**config.mk**
```make
export PLATFORM = sky130hd
export DESIGN_NAME = pbhcd_ctrl
export DESIGN_NICKNAME = d
export VERILOG_FILES = /design/src/rtl/pbhcd_pkg.sv /design/src/rtl/pbhcd_ctrl.sv
export SDC_FILE = /design/constraint.sdc
export NUM_CORES = 1
export LEC_CHECK = 0
export BUFFER_PORTS_ARGS = -buffer_cell sky130_fd_sc_hd__buf_4
export CAP_MARGIN = 10
export CELL_PAD_IN_SITES_DETAIL_PLACEMENT = 1
export CELL_PAD_IN_SITES_GLOBAL_PLACEMENT = 2
export CORE_UTILIZATION = 39
export CTS_BUF_LIST = sky130_fd_sc_hd__clkbuf_4 sky130_fd_sc_hd__clkbuf_8
export CTS_CLUSTER_SIZE = 24
export DETAILED_ROUTE_END_ITERATION = 8
export MAX_ROUTING_LAYER = met4
export PLACE_DENSITY_LB_ADDON = 0.1
export SLEW_MARGIN = 5
export SYNTH_ARGS = -nofsm -noshare
export SYNTH_HDL_FRONTEND = slang
export SYNTH_SLANG_ARGS = --single-unit
```
**constraint.sdc**
```tcl
create_clock -name clk_i -period 5.3 [get_ports clk_i]
set_clock_uncertainty 0.15 [all_clocks]
set_input_delay 0.265 -clock clk_i [delete_from_list [all_inputs] [get_ports clk_i]]
set_output_delay 0.265 -clock clk_i [all_outputs]
set_load 0.1 [all_outputs]
```
**src/rtl/pbhcd_pkg.sv**
```systemverilog
// ----------------------------------------------------------------------------
// pbhcd_pkg
// Shared types and constants of the polar bin height change detector.
// ----------------------------------------------------------------------------
`timescale 1ns / 1ps
package pbhcd_pkg;
  localparam int RingMax   = 32;
  localparam int SectorMax = 64;
  localparam int NumBins   = RingMax * SectorMax;
  localparam int AddrBits  = $clog2(NumBins);
  localparam int SecBits   = $clog2(SectorMax);
  localparam int RingBits  = $clog2(RingMax);

  typedef enum logic [1:0] {
    ActClear    = 2'd0,
    ActMap      = 2'd1,
    ActScan     = 2'd2,
    ActClassify = 2'd3
  } action_e;

  typedef enum logic [1:0] {
    StFew  = 2'd0,
    StMap  = 2'd1,
    StCurr = 2'd2,
    StMerge = 2'd3
  } status_e;

  localparam logic [2:0] CfgMinH = 3'd0;
  localparam logic [2:0] CfgMaxH = 3'd1;
  localparam logic [2:0] CfgMaxR = 3'd2;
  localparam logic [2:0] CfgRingW = 3'd3;
  localparam logic [2:0] CfgRingC = 3'd4;
  localparam logic [2:0] CfgSecC = 3'd5;
  localparam logic [2:0] CfgRatio = 3'd6;
  localparam logic [2:0] CfgMinP = 3'd7;

  // Commands from the controller to the datapath.
  typedef struct packed {
    logic load;      // capture the transaction
    logic sqrt_step; // one root step plus one CORDIC step
    logic div_step;  // one restoring division step
    logic rd;        // issue the bin read
    logic calc;      // compute the update from the read data
    logic wr;        // write the bin back
    logic clr_wr;    // write the reset entry at the clear address
    logic done;      // present the result
  } cmd_t;

  typedef struct packed {
    logic keep;     // point lies in the region
    logic clr_last; // clear pass is at the last bin
  } stat_t;

  function automatic logic [15:0] atan_lut(input logic [3:0] i);
    logic [15:0] v;
    unique case (i)
      4'd0: v = 16'd8192;  4'd1: v = 16'd4836;  4'd2: v = 16'd2555;
      4'd3: v = 16'd1297;  4'd4: v = 16'd651;   4'd5: v = 16'd326;
      4'd6: v = 16'd163;   4'd7: v = 16'd81;    4'd8: v = 16'd41;
      4'd9: v = 16'd20;    4'd10: v = 16'd10;   4'd11: v = 16'd5;
      4'd12: v = 16'd3;    4'd13: v = 16'd1;    4'd14: v = 16'd1;
      default: v = 16'd0;
    endcase
    return v;
  endfunction
endpackage

```
**src/rtl/pbhcd_ctrl.sv**
```systemverilog
// ----------------------------------------------------------------------------
// pbhcd_ctrl
// Sequencer of the detector: root and angle steps, division, bin access.
// ----------------------------------------------------------------------------
`timescale 1ns / 1ps
module pbhcd_ctrl (
  input  logic             clk_i,
  input  logic             rst_ni,
  input  logic             start_i,
  input  logic [1:0]       action_i,
  input  pbhcd_pkg::stat_t stat_i,
  output pbhcd_pkg::cmd_t  cmd_o,
  output logic             busy_o,
  output logic             done_o
);
  import pbhcd_pkg::*;

  typedef enum logic [8:0] {
    SInit  = 9'b000000001,
    SIdle  = 9'b000000010,
    SRoot  = 9'b000000100,
    SDiv   = 9'b000001000,
    SRead  = 9'b000010000,
    SCalc  = 9'b000100000,
    SWrite = 9'b001000000,
    SOut   = 9'b010000000,
    SClear = 9'b100000000
  } state_e;

  state_e state_q, state_d;
  logic [4:0] cnt_q, cnt_d;
  action_e act_q;
  logic done_q;

  always_comb begin
    state_d = state_q;
    cnt_d   = cnt_q;
    cmd_o   = '0;
    unique case (state_q)
      SInit, SClear: begin
        cmd_o.clr_wr = 1'b1;
        if (stat_i.clr_last) state_d = (state_q == SInit) ? SIdle : SOut;
      end
      SIdle: if (start_i) begin
        cmd_o.load = 1'b1;
        cnt_d = '0;
        unique case (action_e'(action_i))
          ActClear:    state_d = SClear;
          ActClassify: state_d = SRead;
          default:     state_d = SRoot;
        endcase
      end
      SRoot: begin
        cmd_o.sqrt_step = 1'b1;
        cnt_d = cnt_q + 5'd1;
        if (cnt_q == 5'd15) begin
          cnt_d = '0;
          state_d = stat_i.keep ? SDiv : SCalc;
        end
      end
      SDiv: begin
        cmd_o.div_step = 1'b1;
        cnt_d = cnt_q + 5'd1;
        if (cnt_q == 5'd15) state_d = SRead;
      end
      SRead: begin
        cmd_o.rd = 1'b1;
        state_d = SCalc;
      end
      SCalc: begin
        cmd_o.calc = 1'b1;
        state_d = ((act_q == ActClassify) || !stat_i.keep) ? SOut : SWrite;
      end
      SWrite: begin
        cmd_o.wr = 1'b1;
        state_d = SOut;
      end
      SOut: begin
        cmd_o.done = 1'b1;
        state_d = SIdle;
      end
      default: state_d = SIdle;
    endcase
  end

  always_ff @(posedge clk_i or negedge rst_ni) begin
    if (!rst_ni) begin
      state_q <= SInit;
      cnt_q   <= '0;
      act_q   <= ActClear;
      done_q  <= 1'b0;
    end else begin
      state_q <= state_d;
      cnt_q   <= cnt_d;
      done_q  <= cmd_o.done;
      if (cmd_o.load) act_q <= action_e'(action_i);
    end
  end

  assign busy_o = (state_q != SIdle);
  assign done_o = done_q;
endmodule

```
# [After elaboration in Yosys (flattened, before gate mapping)]
# Cells that the tools add are included.
# W data, S select, Z words.
[totals] reg_bits=17 input_bits=7 out_inout_bits=10 wordCells=50
[classes] add_sub_neg=1 eq_ne=17 muxes=21 n_reduce_logical=7
[ops] op="$pmux W9 S7" count=1
[ops] op="$mux W9" count=4
[ops] op="$pmux W9 S2" count=1
[ops] op="$mux W8" count=2
[ops] op="$pmux W5 S3" count=1
[ops] op="$mux W5" count=2
[ops] op="$eq A9 B1 Y1 const B" count=1
[ops] op="$eq A9 B2 Y1 const B" count=1
[ops] op="$eq A9 B3 Y1 const B" count=1
[ops] op="$eq A9 B4 Y1 const B" count=1
[ops] op="$eq A9 B5 Y1 const B" count=1
[ops] op="$eq A9 B6 Y1 const B" count=1
[ops] op="$eq A9 B7 Y1 const B" count=1
[ops] op="$eq A9 B8 Y1 const B" count=1
[ops] op="$eq A9 B9 Y1 const B" count=1
[ops] op="$mux W1" count=9
[ops] op="$ne A9 B2 Y1 const B" count=1
[ops] op="$ne A2 B2 Y1 const B" count=4
[ops] op="$mux W6" count=1
[ops] op="$add A5 B1 Y5 const B" count=1
[ops] op="$eq A5 B4 Y1 const B" count=1
[ops] op="$eq A2 B2 Y1 const B" count=2
[ops] op="$reduce_and A4 Y1" count=1
[ops] op="$reduce_bool A3 Y1" count=1
[ops] op="5 further kinds" count=5

# [Depth between registers and ports, before layout]
# Gate-level depths: netlist of the first run.
[logic_depth] ltp_word=4 mapped_depth=9 ltp_nobuf=9

# [Worst setup path before layout of the first run]
# OpenSTA, ideal clock, no wires.
[synth_path] path_kind="register to register" startpoint="register state_q[8]" endpoint="register done_q (netlist: done_o)" setup_ns=0.423 arrival_ns=4.096 required_time_ns=4.727 setup_slack_ns=0.631 stages_incl_launch_ff=4 path_buffers=0 period_less_slack_ns=4.669 cell_sequence="dfrtp_1 -> or4_4 -> nand2b_1 -> nor4_1"
[synth_lines] element="start, declared" line="pbhcd_ctrl.sv:30" source="state_e state_q, state_d;"
[synth_lines] element="start signal, assigned" line="pbhcd_ctrl.sv:88" source="state_q <= SInit;"
[synth_lines] element="start signal, assigned" line="pbhcd_ctrl.sv:93" source="state_q <= state_d;"
[synth_lines] element="end signal, assigned" line="pbhcd_ctrl.sv:95" source="done_q <= cmd_o.done;"
[synth_lines] element="end, declared" line="pbhcd_ctrl.sv:33" source="logic done_q;"

==> flow_metrics.env, run 1 <==
export IMPL_drc_errors=0
export IMPL_ant_nets=0
export IMPL_hold_violations=0
export IMPL_grt_pass1_vias=987
export IMPL_start_util_pct=41.79
export IMPL_cts_buffers=3
export IMPL_clk_latency_ns=0.29
export IMPL_firstDrtPassIters=4
export IMPL_cellPowerDensity_mw_per_mm2=589.1
export IMPL_cts_resized=0
export IMPL_antenna_cells=0
export IMPL_finalPower_uw=759.9
export IMPL_crit_chain="or4_4, nor4_4, and2_1, buf_4"
export IMPL_drv_slew=0
export IMPL_regArea_sq_um=426.7
export IMPL_fin_crit_sh_pct=53.77
export IMPL_peakVddDrop_mv=0.7100
export IMPL_ys_top_cells_by_count="dfrtp_1, o21ai_0, inv_1"
export IMPL_rsz0062_at_grt="false"
export IMPL_dieArea_sq_mm=0.003203
export IMPL_cts_buffer_depth=2
export IMPL_r2r_slack_ns=2.82
export IMPL_synthTopCellsByArea="dfrtp_1, ha_1, o21ai_0"
export IMPL_cap_violations=0
export IMPL_cts_htree_levels=1
export IMPL_core_area_sq_mm=0.002781
export IMPL_min_period_ns=2.850
export IMPL_cp_max_fo=12
export IMPL_cts_tree="done"
export IMPL_ys_seq_elements=17
export IMPL_cts_setup_buffers=0
export IMPL_setup_viol=0
export IMPL_drt_iter0_drc=20
export IMPL_worst_setup_path_type="reg -> out"
export IMPL_multi_input_area_sq_um=633.1
export IMPL_ys_seq_area_share_pct=36.71
export IMPL_hold_buffers=1
export IMPL_arrival_ns=2.44
export IMPL_die_w_microns=56.60
export IMPL_critPathLaunchType="flop"
export IMPL_die_h_microns=56.60
export IMPL_pin_count=17
export IMPL_vias_per_cell=5.776
export IMPL_yosysTopAreaCellShare_pct=34.45
export IMPL_antenna_found_initial=0
export IMPL_postSynth_asyncResetShare_pct=100.0
export IMPL_syn_num_nets=133
export IMPL_grt_usage_pct=19.12
export IMPL_met1_usage_pct=24.60
export IMPL_ys_warn_count=0
export IMPL_cts_sinks=17
export IMPL_maxSlewHeadroom_pct=68.10
export IMPL_grt_use_met2_pct=31.43
export IMPL_syn_inst=121
export IMPL_max_freq_mhz=350.9
export IMPL_vias=953
export IMPL_root_buffer="clkbuf_4"
export IMPL_gr_usage_met3_pct=2.765
export IMPL_synth_cell_type_count=41
export IMPL_synth_area_sq_mm=0.001162
export IMPL_finalNetCount=147
export IMPL_cp_slowest_cell="or4_4"
export IMPL_required_ns=4.89
export IMPL_synth_flop_cell="dfrtp_1"
export IMPL_port_buffers=16
export IMPL_status="finished clean"
export IMPL_grt_pass1_wl_mm=4.692
export IMPL_synth_most_common_cell="dfrtp_1"
export IMPL_routed_wl_mm=2.629
export IMPL_area_delta_synth_final_pct=10.98
export IMPL_post_synth_top_area_cell="dfrtp_1"
export IMPL_top_usage_layer="met2"
export IMPL_grt_max_degree=18
export IMPL_clk_pin_slew_ns=0.10
export IMPL_synth_edf_count=0
export IMPL_fp_row_count=19
export IMPL_fillers=329
export IMPL_dp_hpwl_mm=1.996
export IMPL_drive_gt1_share_pct=23.88
export IMPL_power_leakage_nw=0.5988
export IMPL_grt_remaining_overflow=0
export IMPL_wl_per_cell_microns=15.93
export IMPL_setup_worst_path_end_class="output port"
export IMPL_slowest_delay_ns=0.62
export IMPL_hold_class="in -> reg"
export IMPL_gp_congestion=0.7673
export IMPL_synth_avg_cell_area_sq_um=9.606
export IMPL_worstMarginPinSlew_ns=0.4664
export IMPL_tns_ns=0
## metal layers
layer	wire length (microns)	up-vias	part of all wire (%)
met1	1199	472	46
met3	74	4	2.8
met5	0	-	0
li1	-	461	-
met2	1325	16	50
met4	29	0	1.1
## path summary, 6_finish.rpt
kind,from,end,depth (start not counted)
worst max-delay path,state_q[8],cmd_o[7],4
worst min-delay path,stat_i[1],state_q[3],3
worst max register to register,cnt_q[0],cnt_q[3],9
worst min register to register,cnt_q[3],cnt_q[3],1
max in group asynchronous,rst_ni,state_q[0],2
min in group asynchronous,rst_ni,done_o,2
## sequential cells by signal, indices dropped and copies added, names as in the netlist
name	flops
act_q	2
cnt_q	5
done_o	1
state_q	9
## layout make-up
cell class | count | area share (%)
multi-input cells | 87 | 49.08
repair buffers | 17 | 10.09
flip-flops and latches | 17 | 33.07
clock inverters | 1 | 0.3880
well taps | 31 | 3.007
inverters | 9 | 2.619
clock buffers | 3 | 1.746
## worst max-delay path, delay by kind of cell, from the launching register on
kind / cells / cell delay, ns
DFF: 1 / 0.54
and+or+nand+nor: 3 / 1.28
buffers and inverters: 1 / 0.33
## cells by family (layout without fill, tap and decap cells)
family          after synthesis  in the layout  share of synthesized area (%)
simple gates                 47             47                          26.70
compound gates               28             28                          16.58
flops                        17             17                          36.71
buf+inv                      17             30                          8.825
fa+ha+maj                     5              5                          5.382
xor+xnor                      4              4                          3.015
mux                           3              3                          2.799
## placed cells by master (no fill, tap or decap), types with 2 or more instances in the layout
| cell | Yosys | final |
|---|---|---|
| buf_4 | 2 | 16 |
| nand2b_1 | 7 | 7 |
| and3_1 | 2 | 2 |
| nor2_1 | 6 | 6 |
| ha_1 | 5 | 5 |
| nand2_1 | 6 | 6 |
| a2111oi_0 | 2 | 2 |
| nor3_1 | 2 | 2 |
| and2_1 | 3 | 3 |
| or4_4 | 2 | 2 |
| clkbuf_4 | 0 | 3 |
| o21ai_0 | 11 | 11 |
| or3b_2 | 2 | 2 |
| nor4_1 | 5 | 5 |
| a21oi_1 | 5 | 5 |
| xor2_1 | 3 | 3 |
| or4_1 | 2 | 2 |
| nand3_1 | 3 | 3 |
| mux2_2 | 2 | 2 |
| dfrtp_1 | 16 | 16 |
| a22o_1 | 3 | 3 |
| inv_1 | 9 | 9 |
## stage by stage
stage | std cells | area (sq um) | hold WS (ns) | util, % | worst slack (ns)
final | 165 | 1290 | 0.07172 | 46.38 | 2.450
after global placement | 160 | 1252 | -0.002281 | 45.03 | 2.783
after CTS | 165 | 1290 | 0.06291 | 46.38 | 2.419
after detailed placement | 160 | 1252 | 0.001291 | 45.03 | 2.772
after global routing | 165 | 1290 | 0.06803 | 46.38 | 2.295
after floorplan | 121 | 1162 | -0.1806 | - | 0.6311
## power breakdown
group | switching [mW] | total [mW] | leakage, nW | internal, mW
clock | 0.0426 | 0.0707 | 0.0177 | 0.0281
sequential | 0.0550 | 0.216 | 0.224 | 0.161
combinational | 0.303 | 0.474 | 0.357 | 0.170
(Power assumes the default switching activity.)
==> run 2, diff against run 1 <==
--- a/config.mk
+++ b/config.mk
@@ -5,11 +5,12 @@
 export SDC_FILE = /design/constraint.sdc
 export NUM_CORES = 1
 export LEC_CHECK = 0
+export ABC_AREA = 1
 export BUFFER_PORTS_ARGS = -buffer_cell sky130_fd_sc_hd__buf_4
 export CAP_MARGIN = 10
 export CELL_PAD_IN_SITES_DETAIL_PLACEMENT = 1
 export CELL_PAD_IN_SITES_GLOBAL_PLACEMENT = 2
-export CORE_UTILIZATION = 39
+export CORE_UTILIZATION = 30
 export CTS_BUF_LIST = sky130_fd_sc_hd__clkbuf_4 sky130_fd_sc_hd__clkbuf_8
 export CTS_CLUSTER_SIZE = 24
 export DETAILED_ROUTE_END_ITERATION = 8
==> constraint.sdc (replaced) <==
create_clock -name clk_i -period 2.34 [get_ports clk_i]
set_clock_uncertainty 0.15 [all_clocks]
set_input_delay 0.117 -clock clk_i [delete_from_list [all_inputs] [get_ports clk_i]]
set_output_delay 0.117 -clock clk_i [all_outputs]
set_load 0.1 [all_outputs]
==> flow_metrics.env, run 2 <==
export IMPL_tns_ns=0
export IMPL_postSynth_asyncResetShare_pct=100.0
export IMPL_syn_num_nets=162
export IMPL_crit_chain="nor2_2, nand2_2, nor2_8, nand2_2, nor2_4, buf_4"
export IMPL_hold_class="in -> reg"
export IMPL_required_ns=2.07
export IMPL_largest_registers="state_q: 9 flops, cnt_q: 5 flops, act_q: 2 flops"
export IMPL_cts_buffer_depth=2
export IMPL_root_buffer="clkbuf_8"
export IMPL_fin_crit_sh_pct=84.15
export IMPL_r2r_slack_ns=0.50
export IMPL_mostFrequentLayoutCells="nand2_1, inv_1, dfrtp_1, buf_4, nor2_1"
export IMPL_yosysTopAreaCellShare_pct=35.24
export IMPL_clk_pin_slew_ns=0.07
export IMPL_dpl_instance_area_sq_mm=0.001324
export IMPL_ant_nets=0
export IMPL_largest_reg_flops=9
export IMPL_finalNetCount=185
export IMPL_maxSlewHeadroom_pct=81.21
export IMPL_synthTopCellsByArea="dfrtp_1, nand2_1, inv_1"
export IMPL_cts_tree="done"
export IMPL_final_area_sq_mm=0.001390
export IMPL_hold_buffers=2
export IMPL_synth_edf_count=0
export IMPL_synth_most_common_cell="nand2_1"
export IMPL_fillers=449
export IMPL_core_area_sq_mm=0.003468
export IMPL_drv_slew=0
export IMPL_vias=995
export IMPL_area_delta_synth_final_pct=22.36
export IMPL_peakVddDrop_mv=0.4386
export IMPL_ys_seq_area_share_pct=37.56
export IMPL_clk_latency_ns=0.26
export IMPL_mostFrequentLayoutCell="nand2_1"
export IMPL_critPathLaunchType="flop"
export IMPL_regArea_sq_um=426.7
export IMPL_ys_seq_elements=17
export IMPL_antenna_cells=0
export IMPL_synth_cell_type_count=25
export IMPL_synth_area_sq_mm=0.001136
export IMPL_power_leakage_nw=0.7658
export IMPL_cts_htree_levels=1
export IMPL_grt_remaining_overflow=0
export IMPL_setup_worst_path_end_class="output port"
export IMPL_arrival_ns=1.70
export IMPL_syn_inst=150
export IMPL_gp_congestion=0.8053
export IMPL_crit_top_cell="nand2_2"
export IMPL_ys_top_cells_by_count="nand2_1, inv_1, dfrtp_1"
export IMPL_port_buffers=16
export IMPL_cts_sinks=17
export IMPL_antenna_found_initial=0
export IMPL_crit_start="state_q[3]"
export IMPL_start_util_pct=32.76
export IMPL_cts_setup_buffers=0
export IMPL_synth_avg_cell_area_sq_um=7.574
export IMPL_drt_iter0_drc=44
export IMPL_drive_gt1_share_pct=29.65
export IMPL_dieArea_sq_mm=0.004037
export IMPL_rr_startpoint="cnt_q[0]"
export IMPL_multi_input_area_sq_um=599.3
export IMPL_grt_pass1_vias=1107
export IMPL_cp_slowest_cell="dfrtp_1"
export IMPL_ys_warn_count=0
export IMPL_cts_buffers=3
export IMPL_cellPowerDensity_mw_per_mm2=1383
export IMPL_min_period_ns=1.969
export IMPL_crit_path_end="cmd_o[7]"
export IMPL_worstMarginPinSlew_ns=0.2810
export IMPL_grt_usage_pct=17.47
export IMPL_wl_per_cell_microns=13.33
export IMPL_grt_pass1_wl_mm=5.188
export IMPL_cp_max_fo=6
export IMPL_largest_register="state_q"
export IMPL_synth_flop_cell="dfrtp_1"
export IMPL_slowest_delay_ns=0.44
export IMPL_cts_resized=0
export IMPL_cap_violations=0
export IMPL_rsz0062_at_grt="false"
export IMPL_hold_violations=0
export IMPL_die_w_microns=63.54
export IMPL_finalPower_mw=1.922
export IMPL_routed_wl_mm=2.906
export IMPL_fp_row_count=21
export IMPL_grt_max_degree=18
export IMPL_r2r_end="state_q[3]"
export IMPL_post_synth_top_area_cell="dfrtp_1"
export IMPL_die_h_microns=63.54
export IMPL_status="finished clean"
export IMPL_pin_count=17
export IMPL_dp_hpwl_mm=2.357
export IMPL_worst_setup_path_type="reg -> out"
export IMPL_setup_viol=0
export IMPL_max_freq_mhz=507.8
export IMPL_vias_per_cell=4.564
export IMPL_firstDrtPassIters=3
export IMPL_worstRegToRegCells=9
export IMPL_whs_ns=0.01718
export IMPL_drc_errors=0
run 2: stage by stage:
step / instances / worst slack (ns) / util (%)
final: 218 / 0.3708 / 40.08
after detailed placement: 212 / 0.4893 / 38.17
after global placement: 212 / 0.5314 / 38.17
after floorplan: 150 / 0.2825 / -
after global routing: 218 / 0.2466 / 40.08
after CTS: 218 / 0.3645 / 40.08
run 2: layout make-up:
| class | count | area share, % |
|---|---|---|
| multi-input cells | 101 | 43.11 |
| flip-flops and latches | 17 | 30.69 |
| repair buffers | 18 | 10.08 |
| inverters | 32 | 8.641 |
| well taps | 46 | 4.140 |
| clock buffers | 3 | 2.970 |
| clock inverters | 1 | 0.3600 |
run 2: worst max-delay path, delay by kind of cell, from the launching register on:
kind          cells  cell delay, ns
simple gates      5            0.70
flops             1            0.44
buf+inv           1            0.29
run 2: routing by layer:
metal / vias to the layer above / share of wire, % / track usage (%)
li1: 507 / - / -
met1: 470 / 47 / 21.62
met2: 14 / 48 / 28.19
met3: 4 / 2.4 / 2.355
met4: 0 / 1.9 / 7.670
met5: - / 0 / -
run 2: power breakdown:
part | total, mW | switching (mW) | internal, mW
Combinational | 1.22 | 0.886 | 0.337
Clock | 0.234 | 0.115 | 0.119
Sequential | 0.465 | 0.0791 | 0.386
Total | 1.92 | 1.08 | 0.842
run 2: worst min path at each step:
stage / slack [ns] / end / start / depth (start not counted)
finish: 0.02 / act_q[0] / action_i[0] / 3
global route: 0.07 / act_q[0] / action_i[0] / 3
CTS: 0.02 / act_q[1] / action_i[1] / 3
detailed placement: -0.15 / cnt_q[0] / rst_ni / 1
global placement: -0.15 / cnt_q[0] / rst_ni / 1
floorplan: -0.33 / act_q[0] / rst_ni / 0
run 2: logic make-up (layout without fill, tap and decap cells):
logic type,after synthesis,after routing,share of synthesized area (%)
XOR/XNOR,2,2,1.542
buffers and inverters,32,54,10.57
multiplexers,1,1,0.8811
adder cells (fa/ha/maj),5,5,5.507
AO/OA/AOI/OAI,14,14,7.268
flip-flops,17,17,37.56
AND/OR/NAND/NOR,79,79,36.67
